`config.mk`:
```
export PLATFORM = sky130hd
export DESIGN_NAME = rle_packbits_encoder_top
export DESIGN_NICKNAME = d
export VERILOG_FILES = /design/src/hw/rtl/rpe_pkg.sv /design/src/hw/rtl/rle_packbits_encoder_top.sv /design/src/hw/rtl/rpe_ram.sv /design/src/hw/rtl/rpe_ctrl.sv /design/src/hw/rtl/rpe_datapath.sv
export SDC_FILE = /design/constraint.sdc
export NUM_CORES = 2
export LEC_CHECK = 0
export BUFFER_PORTS_ARGS = -buffer_cell sky130_fd_sc_hd__buf_4
export CAP_MARGIN = 40
export CORE_ASPECT_RATIO = 0.5
export CORE_MARGIN = 5
export CORE_UTILIZATION = 55
export DETAILED_ROUTE_END_ITERATION = 8
export HOLD_SLACK_MARGIN = 0.06
export PLACE_DENSITY = 0.73
export SYNTH_ARGS = -nofsm -noshare
export SYNTH_HDL_FRONTEND = slang
export SYNTH_SLANG_ARGS = --single-unit
export TNS_END_PERCENT = 20
```
`constraint.sdc`:
```
create_clock -name clk -period 4.9 [get_ports clk]
set_clock_uncertainty 0.05 [all_clocks]
set_input_delay 0.245 -clock clk [delete_from_list [all_inputs] [get_ports clk]]
set_output_delay 0.245 -clock clk [all_outputs]
set_load 0.02 [all_outputs]
```
`src/hw/rtl/rpe_pkg.sv`:
```
package rpe_pkg;

	localparam int BYTE_W     = 8;
	localparam int WORD_BYTES = 8;
	localparam int OUT_W      = BYTE_W * WORD_BYTES;
	localparam int CNT_W      = 4;
	localparam int SLOT_W     = 3;
	localparam int LEN_W      = 8;
	// run limit is this span plus the minimum run length minus one
	localparam int RUN_SPAN   = 128;

	typedef enum logic [2:0] {
		S_IDLE,
		S_DISPATCH,
		S_CP_HDR,
		S_CP_DATA,
		S_RUN_HDR,
		S_RUN_VAL,
		S_CLOSE
	} state_t;

	typedef enum logic [1:0] {
		SRC_CP_HDR,
		SRC_CP_DATA,
		SRC_RUN_HDR,
		SRC_RUN_VAL
	} src_t;

	typedef struct packed {
		logic accept;
		logic take_pre;
		logic load_flush;
		logic push;
		src_t src;
		logic close;
	} cmd_t;

	typedef struct packed {
		logic busy;
		logic pre_pend;
		logic run_pend;
		logic eos_pend;
		logic flush_left;
		logic cp_last;
		logic byte_ready;
		logic out_free;
	} sts_t;

endpackage

```
`src/hw/rtl/rle_packbits_encoder_top.sv`:
```
// an item that yields no encoded bytes is taken without leaving idle, and the next one may follow at once
// an item that yields encoded bytes holds the input off until its bytes are packed and the close state is done:
// the packer takes one byte a cycle unless the output stalls, read one a cycle from the literal ring buffer ram
// a full result is registered as the next byte is packed, the last one in the close state after its byte
// reset (arst_n low) clears counters, run state, packer and output valid; buffer ram is not cleared
module rle_packbits_encoder_top #(
	parameter int MIN_RUN_LEN  = 3,
	parameter int MAX_COPY_LEN = 128
) (
	input  logic                       clk,
	input  logic                       arst_n,
	input  logic                       in_valid,
	output logic                       in_ready,
	input  logic [rpe_pkg::BYTE_W-1:0] in_byte,
	input  logic                       end_of_stream,
	output logic                       out_valid,
	input  logic                       out_ready,
	output logic [rpe_pkg::OUT_W-1:0]  out_bytes,
	output logic [rpe_pkg::CNT_W-1:0]  out_count,
	output logic                       out_last
);

	import rpe_pkg::*;

	cmd_t cmd;
	sts_t sts;

	rpe_ctrl u_ctrl (
		.clk     (clk),
		.arst_n  (arst_n),
		.in_valid(in_valid),
		.in_ready(in_ready),
		.sts     (sts),
		.cmd     (cmd)
	);

	rpe_datapath #(
		.MIN_RUN_LEN (MIN_RUN_LEN),
		.MAX_COPY_LEN(MAX_COPY_LEN)
	) u_dp (
		.clk          (clk),
		.arst_n       (arst_n),
		.cmd          (cmd),
		.sts          (sts),
		.in_byte      (in_byte),
		.end_of_stream(end_of_stream),
		.out_ready    (out_ready),
		.out_valid    (out_valid),
		.out_bytes    (out_bytes),
		.out_count    (out_count),
		.out_last     (out_last)
	);

endmodule

```
`src/hw/rtl/rpe_ram.sv`:
```
module rpe_ram #(
	parameter int WIDTH = 8,
	parameter int DEPTH = 256
) (
	input  logic                     clk,
	input  logic                     we,
	input  logic [$clog2(DEPTH)-1:0] waddr,
	input  logic [WIDTH-1:0]         wdata,
	input  logic                     re,
	input  logic [$clog2(DEPTH)-1:0] raddr,
	output logic [WIDTH-1:0]         rdata
);

	logic [WIDTH-1:0] mem_q [DEPTH];
	logic [WIDTH-1:0] rdata_q;

	always_ff @(posedge clk) begin
		if (we) begin
			mem_q[waddr] <= wdata;
		end
		if (re) begin
			rdata_q <= mem_q[raddr];
		end
	end

	assign rdata = rdata_q;

endmodule

```
`src/hw/rtl/rpe_ctrl.sv`:
```
module rpe_ctrl (
	input  logic          clk,
	input  logic          arst_n,
	input  logic          in_valid,
	output logic          in_ready,
	input  rpe_pkg::sts_t sts,
	output rpe_pkg::cmd_t cmd
);

	import rpe_pkg::*;

	state_t state_q;
	state_t state_n;

	always_ff @(posedge clk or negedge arst_n) begin
		if (!arst_n) begin
			state_q <= S_IDLE;
		end else begin
			state_q <= state_n;
		end
	end

	always_comb begin
		state_n = state_q;
		case (state_q)
			S_IDLE: begin
				if (in_valid && sts.busy) begin
					state_n = S_DISPATCH;
				end
			end
			S_DISPATCH: begin
				if (sts.pre_pend) begin
					state_n = S_CP_HDR;
				end else if (sts.run_pend) begin
					state_n = S_RUN_HDR;
				end else if (sts.eos_pend && sts.flush_left) begin
					state_n = S_CP_HDR;
				end else begin
					state_n = S_CLOSE;
				end
			end
			S_CP_HDR: begin
				if (sts.byte_ready) begin
					state_n = S_CP_DATA;
				end
			end
			S_CP_DATA: begin
				if (sts.byte_ready && sts.cp_last) begin
					state_n = S_DISPATCH;
				end
			end
			S_RUN_HDR: begin
				if (sts.byte_ready) begin
					state_n = S_RUN_VAL;
				end
			end
			S_RUN_VAL: begin
				if (sts.byte_ready) begin
					state_n = S_DISPATCH;
				end
			end
			S_CLOSE: begin
				if (sts.out_free) begin
					state_n = S_IDLE;
				end
			end
			default: begin
				state_n = S_IDLE;
			end
		endcase
	end

	always_comb begin
		in_ready       = (state_q == S_IDLE);
		cmd.accept     = (state_q == S_IDLE) && in_valid;
		cmd.take_pre   = (state_q == S_DISPATCH) && sts.pre_pend;
		cmd.load_flush = (state_q == S_DISPATCH) && !sts.pre_pend && !sts.run_pend
			&& sts.eos_pend && sts.flush_left;
		cmd.push       = (state_q inside {S_CP_HDR, S_CP_DATA, S_RUN_HDR, S_RUN_VAL})
			&& sts.byte_ready;
		cmd.close      = (state_q == S_CLOSE) && sts.out_free;
		case (state_q)
			S_CP_HDR:  cmd.src = SRC_CP_HDR;
			S_CP_DATA: cmd.src = SRC_CP_DATA;
			S_RUN_HDR: cmd.src = SRC_RUN_HDR;
			S_RUN_VAL: cmd.src = SRC_RUN_VAL;
			default:   cmd.src = SRC_CP_HDR;
		endcase
	end

endmodule

```
`src/hw/rtl/rpe_datapath.sv`:
```
module rpe_datapath #(
	parameter int MIN_RUN_LEN  = 3,
	parameter int MAX_COPY_LEN = 128
) (
	input  logic                        clk,
	input  logic                        arst_n,
	input  rpe_pkg::cmd_t               cmd,
	output rpe_pkg::sts_t               sts,
	input  logic [rpe_pkg::BYTE_W-1:0]  in_byte,
	input  logic                        end_of_stream,
	input  logic                        out_ready,
	output logic                        out_valid,
	output logic [rpe_pkg::OUT_W-1:0]   out_bytes,
	output logic [rpe_pkg::CNT_W-1:0]   out_count,
	output logic                        out_last
);

	import rpe_pkg::*;

	localparam int READ_LIMIT = MAX_COPY_LEN + MIN_RUN_LEN - 1;
	localparam int RUN_LIMIT  = RUN_SPAN + MIN_RUN_LEN - 1;
	localparam int AW         = $clog2(READ_LIMIT);
	localparam int CW         = AW + 1;
	localparam int DEPTH      = 2 ** AW;
	localparam int SW         = $clog2(MIN_RUN_LEN + 1);

	localparam logic [CW-1:0]    READ_LIM_C = CW'(READ_LIMIT);
	localparam logic [CW-1:0]    MIN_C      = CW'(MIN_RUN_LEN);
	localparam logic [AW-1:0]    MAX_A      = AW'(MAX_COPY_LEN);
	localparam logic [AW-1:0]    KEEP_A     = AW'(MIN_RUN_LEN - 1);
	localparam logic [LEN_W-1:0] MAX_L      = LEN_W'(MAX_COPY_LEN);
	localparam logic [LEN_W-1:0] MIN_L      = LEN_W'(MIN_RUN_LEN);
	localparam logic [LEN_W-1:0] RUN_LIM_L  = LEN_W'(RUN_LIMIT);
	localparam logic [LEN_W-1:0] HDR_BASE   = LEN_W'(MIN_RUN_LEN - 1);
	localparam logic [SW-1:0]    STREAK_MIN = SW'(MIN_RUN_LEN);
	localparam logic [CNT_W-1:0] FULL_CNT   = CNT_W'(WORD_BYTES);

	// literal ring buffer state
	logic [AW-1:0]     base_q;
	logic [AW-1:0]     lit_cnt_q;
	logic [BYTE_W-1:0] last_q;
	logic [SW-1:0]     streak_q;
	logic              in_run_q;
	logic [LEN_W-1:0]  run_len_q;
	logic [BYTE_W-1:0] run_val_q;

	// pending emission
	logic [AW-1:0]     cp_ptr_q;
	logic [LEN_W-1:0]  cp_n_q;
	logic              pre_pend_q;
	logic              run_pend_q;
	logic [BYTE_W-1:0] run_hdr_q;
	logic [BYTE_W-1:0] run_byte_q;
	logic              eos_pend_q;

	// packer and output register
	logic [OUT_W-1:0]  pack_q;
	logic [CNT_W-1:0]  pack_cnt_q;
	logic [OUT_W-1:0]  out_bytes_q;
	logic [CNT_W-1:0]  out_count_q;
	logic              out_last_q;
	logic              out_valid_q;

	logic              same_run;
	logic [LEN_W-1:0]  len1;
	logic              run_max;
	logic              run_brk;
	logic [AW-1:0]     wp;
	logic [CW-1:0]     cnt1;
	logic [SW-1:0]     streak1;
	logic              trig;
	logic              full;
	logic              pre;
	logic [LEN_W-1:0]  pre_n;
	logic [AW-1:0]     base_n;
	logic [AW-1:0]     lit_cnt_n;
	logic [BYTE_W-1:0] last_n;
	logic [SW-1:0]     streak_n;
	logic              in_run_n;
	logic [LEN_W-1:0]  run_len_n;
	logic [BYTE_W-1:0] run_val_n;
	logic              emit_a;
	logic              emit_b;
	logic [LEN_W-1:0]  len_a;
	logic              ram_we;
	logic [AW-1:0]     fl_n;
	logic              rd_en;
	logic [BYTE_W-1:0] rd_data;
	logic [BYTE_W-1:0] push_byte;
	logic              pack_full;
	logic              out_free;
	logic [OUT_W-1:0]  pack_ins;

	// next state of the buffer and run tracking for the offered item
	always_comb begin
		same_run  = (in_byte == run_val_q);
		len1      = run_len_q + LEN_W'(1);
		run_max   = in_run_q && same_run && (len1 == RUN_LIM_L);
		run_brk   = in_run_q && !same_run;
		wp        = base_q + lit_cnt_q;
		cnt1      = {1'b0, lit_cnt_q} + CW'(1);
		streak1   = (lit_cnt_q != '0 && in_byte == last_q) ? streak_q + SW'(1) : SW'(1);
		trig      = !in_run_q && (streak1 == STREAK_MIN);
		full      = !in_run_q && !trig && (cnt1 == READ_LIM_C);
		pre       = (trig && cnt1 > MIN_C) || full;
		pre_n     = full ? MAX_L : LEN_W'(cnt1 - MIN_C);

		base_n    = base_q;
		lit_cnt_n = lit_cnt_q;
		last_n    = last_q;
		streak_n  = streak_q;
		in_run_n  = in_run_q;
		run_len_n = run_len_q;
		run_val_n = run_val_q;

		if (in_run_q) begin
			if (run_brk) begin
				in_run_n  = 1'b0;
				run_len_n = '0;
				lit_cnt_n = AW'(1);
				last_n    = in_byte;
				streak_n  = SW'(1);
			end else if (run_max) begin
				in_run_n  = 1'b0;
				run_len_n = '0;
			end else begin
				run_len_n = len1;
			end
		end else begin
			last_n = in_byte;
			if (trig) begin
				base_n    = wp + AW'(1);
				lit_cnt_n = '0;
				streak_n  = '0;
				in_run_n  = 1'b1;
				run_len_n = MIN_L;
				run_val_n = in_byte;
			end else if (full) begin
				base_n    = base_q + MAX_A;
				lit_cnt_n = KEEP_A;
				streak_n  = streak1;
			end else begin
				lit_cnt_n = AW'(cnt1);
				streak_n  = streak1;
			end
		end

		emit_a = run_brk || run_max;
		len_a  = run_brk ? run_len_q : len1;
		emit_b = end_of_stream && in_run_n;
		ram_we = cmd.accept && (!in_run_q || run_brk);
	end

	// flush block size and byte source
	always_comb begin
		fl_n      = (lit_cnt_q > MAX_A) ? MAX_A : lit_cnt_q;
		rd_en     = cmd.push && ((cmd.src == SRC_CP_HDR)
			|| (cmd.src == SRC_CP_DATA && cp_n_q != LEN_W'(1)));
		pack_full = (pack_cnt_q == FULL_CNT);
		out_free  = !out_valid_q || out_ready;
		case (cmd.src)
			SRC_CP_HDR:  push_byte = cp_n_q - LEN_W'(1);
			SRC_CP_DATA: push_byte = rd_data;
			SRC_RUN_HDR: push_byte = run_hdr_q;
			SRC_RUN_VAL: push_byte = run_byte_q;
			default:     push_byte = '0;
		endcase
		pack_ins = pack_q | (OUT_W'(push_byte) << {pack_cnt_q[SLOT_W-1:0], 3'b000});
	end

	rpe_ram #(
		.WIDTH(BYTE_W),
		.DEPTH(DEPTH)
	) u_ram (
		.clk  (clk),
		.we   (ram_we),
		.waddr(wp),
		.wdata(in_byte),
		.re   (rd_en),
		.raddr(cp_ptr_q),
		.rdata(rd_data)
	);

	always_ff @(posedge clk or negedge arst_n) begin
		if (!arst_n) begin
			base_q      <= '0;
			lit_cnt_q   <= '0;
			last_q      <= '0;
			streak_q    <= '0;
			in_run_q    <= 1'b0;
			run_len_q   <= '0;
			run_val_q   <= '0;
			cp_ptr_q    <= '0;
			cp_n_q      <= '0;
			pre_pend_q  <= 1'b0;
			run_pend_q  <= 1'b0;
			run_hdr_q   <= '0;
			run_byte_q  <= '0;
			eos_pend_q  <= 1'b0;
			pack_q      <= '0;
			pack_cnt_q  <= '0;
			out_bytes_q <= '0;
			out_count_q <= '0;
			out_last_q  <= 1'b0;
			out_valid_q <= 1'b0;
		end else begin
			if (cmd.accept) begin
				base_q     <= base_n;
				lit_cnt_q  <= lit_cnt_n;
				last_q     <= last_n;
				cp_ptr_q   <= base_q;
				cp_n_q     <= pre_n;
				pre_pend_q <= pre;
				run_pend_q <= emit_a || emit_b;
				run_hdr_q  <= HDR_BASE - (emit_a ? len_a : run_len_n);
				run_byte_q <= emit_a ? run_val_q : run_val_n;
				eos_pend_q <= end_of_stream;
				if (end_of_stream) begin
					in_run_q  <= 1'b0;
					run_len_q <= '0;
					run_val_q <= '0;
					streak_q  <= '0;
				end else begin
					in_run_q  <= in_run_n;
					run_len_q <= run_len_n;
					run_val_q <= run_val_n;
					streak_q  <= streak_n;
				end
			end
			if (cmd.take_pre) begin
				pre_pend_q <= 1'b0;
			end
			if (cmd.load_flush) begin
				cp_ptr_q  <= base_q;
				cp_n_q    <= LEN_W'(fl_n);
				base_q    <= base_q + fl_n;
				lit_cnt_q <= lit_cnt_q - fl_n;
			end
			if (rd_en) begin
				cp_ptr_q <= cp_ptr_q + AW'(1);
			end
			if (cmd.push && cmd.src == SRC_CP_DATA) begin
				cp_n_q <= cp_n_q - LEN_W'(1);
			end
			if (cmd.push && cmd.src == SRC_RUN_VAL) begin
				run_pend_q <= 1'b0;
			end

			// a full word moves out only when another byte follows it or the item closes
			if ((cmd.push && pack_full) || cmd.close) begin
				out_bytes_q <= pack_q;
				out_count_q <= pack_cnt_q;
				out_last_q  <= cmd.close;
				out_valid_q <= 1'b1;
			end else if (out_ready) begin
				out_valid_q <= 1'b0;
			end

			if (cmd.close) begin
				pack_q     <= '0;
				pack_cnt_q <= '0;
				eos_pend_q <= 1'b0;
			end else if (cmd.push) begin
				if (pack_full) begin
					pack_q     <= OUT_W'(push_byte);
					pack_cnt_q <= CNT_W'(1);
				end else begin
					pack_q     <= pack_ins;
					pack_cnt_q <= pack_cnt_q + CNT_W'(1);
				end
			end
		end
	end

	always_comb begin
		sts.busy       = pre || emit_a || emit_b || (end_of_stream && lit_cnt_n != '0);
		sts.pre_pend   = pre_pend_q;
		sts.run_pend   = run_pend_q;
		sts.eos_pend   = eos_pend_q;
		sts.flush_left = (lit_cnt_q != '0);
		sts.cp_last    = (cp_n_q == LEN_W'(1));
		sts.byte_ready = !pack_full || out_free;
		sts.out_free   = out_free;
	end

	assign out_valid = out_valid_q;
	assign out_bytes = out_bytes_q;
	assign out_count = out_count_q;
	assign out_last  = out_last_q;

endmodule

```
==> results.md <==
### Setup path
- arrival time of data at the critical path endpoint: 4.75 ns
- worst reg2reg startpoint: u_dp.lit_cnt_q[1]$_DFFE_PN0P_
- critical-path maximum fanout: 16
- Slowest cell on crit path: sky130_fd_sc_hd__nor2_1
- Slowest Stage Delay on Critical Path: 0.83 ns
- family with the most delay on the worst path: simple AND/OR/NAND/NOR gates
- cell count of the worst reg-to-reg path: 8
- crit path capture type: flip-flop
- type of the worst setup path: flip-flop to flip-flop
- WP buf/inv: 0
- Required @ worst endpoint: 5.26 ns
- critical path, cell by cell: ha_1 -> a21o_1 -> a21oi_1 -> o21ai_1 -> o41ai_2 -> xnor2_1 -> nand3_1 -> nor2_1
- capturing point of the worst reg2reg path: u_dp.u_ram.mem_q[173][4]$_DFFE_PP_
- Startpoint Class: flip-flop
- worst reg2reg setup slack: 0.51 ns

### Placed design
- final HPWL from detailed placement: 137000 microns
- IO Port Bufs: 83
- global placement routability congestion: 0.882

### Floorplan
- Initial Utilization: 0.553
- die area: 174000 sq um
- Horiz. Die Dim: 584 microns
- die boundary height: 297 microns
- Site Rows: 105
- num ports: 84
- core region area: 164000 sq um

### STA
- minimum clock period: 4.39 ns
- maximum clock frequency: 0.228 GHz
- final hold vios: 0
- Tightest Pin Transition: 0.998 ns
- number of setup violations in the final report: 0
- tightest hold margin: 0.0475 ns
- Slew Limit Headroom: 0.335
- unrepaired setup endpoints after global routing: no
- Tcrit/Tclk final: 0.895
- Final Slew Violations: 0
- accumulated negative setup slack: 0 ns

### Logic synthesis
- Most used DFF post-synth: sky130_fd_sc_hd__edfxtp_1
- most instantiated library cell after synthesis: sky130_fd_sc_hd__edfxtp_1
- Synthesis Warnings: 0
- Synth top area share: 0.681
- number of enable-type register cells in the synthesized netlist: 2056
- asr flop ratio synth: 0.0963
- leading area contributor after synthesis: sky130_fd_sc_hd__edfxtp_1
- synthesized instance count: 4484
- nets in the synthesized netlist: 4532
- total of flip-flops plus latches after synthesis: 2275
- Post-Syn Area: 90700 sq um
- count of cell types in the netlist: 78
- share of the yosys chip area belonging to registers: 0.741
- largest cells by area after synthesis: sky130_fd_sc_hd__edfxtp_1 68%, sky130_fd_sc_hd__mux4_2 16%, sky130_fd_sc_hd__dfrtp_1 6.0%
- Post-synth top cells: 2056 x sky130_fd_sc_hd__edfxtp_1, 645 x sky130_fd_sc_hd__mux4_2, 359 x sky130_fd_sc_hd__nor2_1
- Avg Synthesized Cell Area: 20.2 sq um

### Global route
- first-pass GRT wire length: 326000 microns
- global-route congestion overflow total: 0
- global router's overall resource usage: 0.255
- number of antenna violations at the first check in global routing: 6
- number of global-route vias before repair: 46500
- maximum number of pins on one net before global-route repair: 160

### Layout
- synthesis-to-finish area growth: 11.6%
- fraction of final layout cells with drive strength greater than 1: 0.269
- Layout Nets: 4753

### Pwr
- cell-internal power: 38.0 mW
- net switching fraction of the power: 0.319
- Combinational Power Share: 0.320
- Final Total Pwr: 55.8 mW
- static leakage: 32.5 nW
- part of the power in registers: 0.413
- P per Cell Area: 551 nW/um^2
- share of power burned in the clock network: 0.268
- net switching power figure: 17.8 mW
- VDD IR max: 0.469 mV

### Clock network
- number of buffers added by the clock tree synthesis step: 197
- Clock Sink Count: 2275
- TritonCTS clock tree: built
- CTS max path bufs: 4
- cell chosen for the clock root: sky130_fd_sc_hd__clkbuf_16
- H-tree level count: 4
- clock transition time at the flip-flop clock pins of the worst setup and hold paths: 0.06 ns
- Skew-Pair Late Insertion Delay: 0.84 ns
- count of cells resized by post-cts repair: 0

### Drt
- DRT iter0 DRCs: 6141
- iteration count of the initial detailed-routing pass: 6
- vias after detailed routing: 46900
- average routed wire per standard cell: 31.4 microns
- wirelength, routed: 221000 microns
- detailed-route DRC error count: 0
- number of nets still failing antenna checks after routing: 0
- Avg Vias per Cell: 6.66

### Outcome
- outcome: completed

### Job
- number of max-capacitance violations reported: 0

### Worst hold path
- min-delay worst type: input pin to async pin

[sequential cells by signal, summed over array words and instances (netlist names), 2 cells and up]
name and count:
u_dp.cp_n_q 8, u_ctrl.state_q 3, u_dp.cp_ptr_q 8, u_dp.u_ram.mem_q 2048, u_dp.out_bytes 64, u_dp.run_hdr_q 8, u_dp.lit_cnt_q 8, u_dp.pack_cnt_q 4
u_dp.run_val_q 8, u_dp.out_count 4, u_dp.run_len_q 8, u_dp.streak_q 2, u_dp.run_byte_q 8, u_dp.pack_q 64, u_dp.u_ram.rdata 8, u_dp.base_q 8
u_dp.last_q 8
[timing repair]
item,4_1_cts,5_1_grt
hold buffers,9,1
setup buffers,0,0
endpoints found under the hold margin,236,3
[layout make-up]
type	count	area, sq um
clock inverters	91	701
clock buffers	250	5290
multi-input cells	1910	22300
inverters	30	120
well taps	2193	2740
fillers	11000	62800
repair buffers	291	2750
flip-flops and latches	2275	67200
diodes	3	7.51
[per-layer routing]
layer,vias up,global-route usage,share of wire
met1,24700,0.380,0.39
met3,363,0.0633,0.12
li1,18900,-,-
met2,2918,0.384,0.46
met4,6,0.0649,0.028
met5,-,0,0.00019
[worst max-delay path by stage]
stage | slack [ns] | endpoint | cells after the start | startpoint
2_1_floorplan | 1.34 | u_dp.base_q[7]$_DFFE_PN0P_ | 15 | u_dp.lit_cnt_q[1]$_DFFE_PN0P_
3_3_place_gp | 0.56 | u_dp.u_ram.mem_q[205][7]$_DFFE_PP_ | 8 | u_dp.lit_cnt_q[1]$_DFFE_PN0P_
3_5_place_dp | 0.55 | u_dp.u_ram.mem_q[161][3]$_DFFE_PP_ | 8 | u_dp.lit_cnt_q[1]$_DFFE_PN0P_
4_1_cts | 0.54 | u_dp.u_ram.mem_q[161][2]$_DFFE_PP_ | 8 | u_dp.lit_cnt_q[1]$_DFFE_PN0P_
5_1_grt | 0.20 | u_dp.u_ram.mem_q[161][3]$_DFFE_PP_ | 8 | u_dp.lit_cnt_q[1]$_DFFE_PN0P_
6_report | 0.51 | u_dp.u_ram.mem_q[173][4]$_DFFE_PP_ | 8 | u_dp.lit_cnt_q[1]$_DFFE_PN0P_
[kinds of logic (layout without fill, tap and decap cells)]
group	Yosys count	in the layout	synth area share
buffers and inverters	299	662	0.0136
AOI/OAI and AO/OA	378	378	0.0298
adders and majority gates	35	35	0.00500
DFF	2275	2275	0.741
muxes	727	727	0.170
and+or+nand+nor	714	714	0.0346
xor gates and xnor gates	55	55	0.00531
other	1	4	0.0000414
[power groups by stage]
stage	Clock [mW]	Sequential (mW)	Combinational (mW)
after floorplan	0	23.2	11.6
after global placement	0	23.4	17.3
after detailed placement	0	23.4	17.7
after CTS	15.1	23.0	17.8
after global routing	16.0	23.1	18.8
final	14.9	23.0	17.8
[worst register-to-register path: stages, from the launching register on]
cell and delay, ns:
sky130_fd_sc_hd__dfrtp_1 0.63, sky130_fd_sc_hd__ha_1 0.32, sky130_fd_sc_hd__a21o_1 0.18, sky130_fd_sc_hd__a21oi_1 0.27
sky130_fd_sc_hd__o21ai_1 0.16, sky130_fd_sc_hd__o41ai_2 0.36, sky130_fd_sc_hd__xnor2_1 0.39, sky130_fd_sc_hd__nand3_1 0.80
sky130_fd_sc_hd__nor2_1 0.84
[placed cells by master, fill, tap and decap left out, drive strengths merged, types with 6 or more instances in the layout]
| cell type | synthesis | layout |
|---|---|---|
| a211oi | 15 | 15 |
| a21o | 9 | 9 |
| a21oi | 48 | 48 |
| a221oi | 19 | 19 |
| a22o | 61 | 61 |
| a22oi | 51 | 51 |
| a311oi | 6 | 6 |
| a31oi | 15 | 15 |
| and2 | 8 | 8 |
| and3 | 7 | 7 |
| buf | 102 | 281 |
| bufinv | 0 | 9 |
| clkbuf | 167 | 250 |
| clkinv | 1 | 71 |
| dfrtp | 219 | 219 |
| dlygate4sd3 | 0 | 10 |
| edfxtp | 2056 | 2056 |
| ha | 33 | 33 |
| inv | 29 | 36 |
| mux2 | 76 | 76 |
| mux2i | 6 | 6 |
| mux4 | 645 | 645 |
| nand2 | 158 | 158 |
| nand2b | 14 | 14 |
| nand3 | 56 | 56 |
| nand4 | 10 | 10 |
| nor2 | 359 | 359 |
| nor2b | 21 | 21 |
| nor3 | 32 | 32 |
| nor4 | 12 | 12 |
| nor4b | 6 | 6 |
| o211ai | 8 | 8 |
| o21ai | 80 | 80 |
| o221ai | 11 | 11 |
| o22ai | 8 | 8 |
| o311ai | 7 | 7 |
| o31ai | 8 | 8 |
| xnor2 | 40 | 40 |
| xor2 | 15 | 15 |
[stage by stage]
step | cells | setup WS, ns | area [sq um] | utilization
after detailed placement | 6685 | 0.550 | 95000 | 0.580
final | 7043 | 0.515 | 101000 | 0.617
after global placement | 6655 | 0.558 | 94600 | 0.577
after floorplan | 4484 | 1.34 | 90700 | -
after global routing | 7040 | 0.201 | 101000 | 0.617
after CTS | 7035 | 0.538 | 101000 | 0.617
No activity file was read; power rests on OpenSTA's default activity.
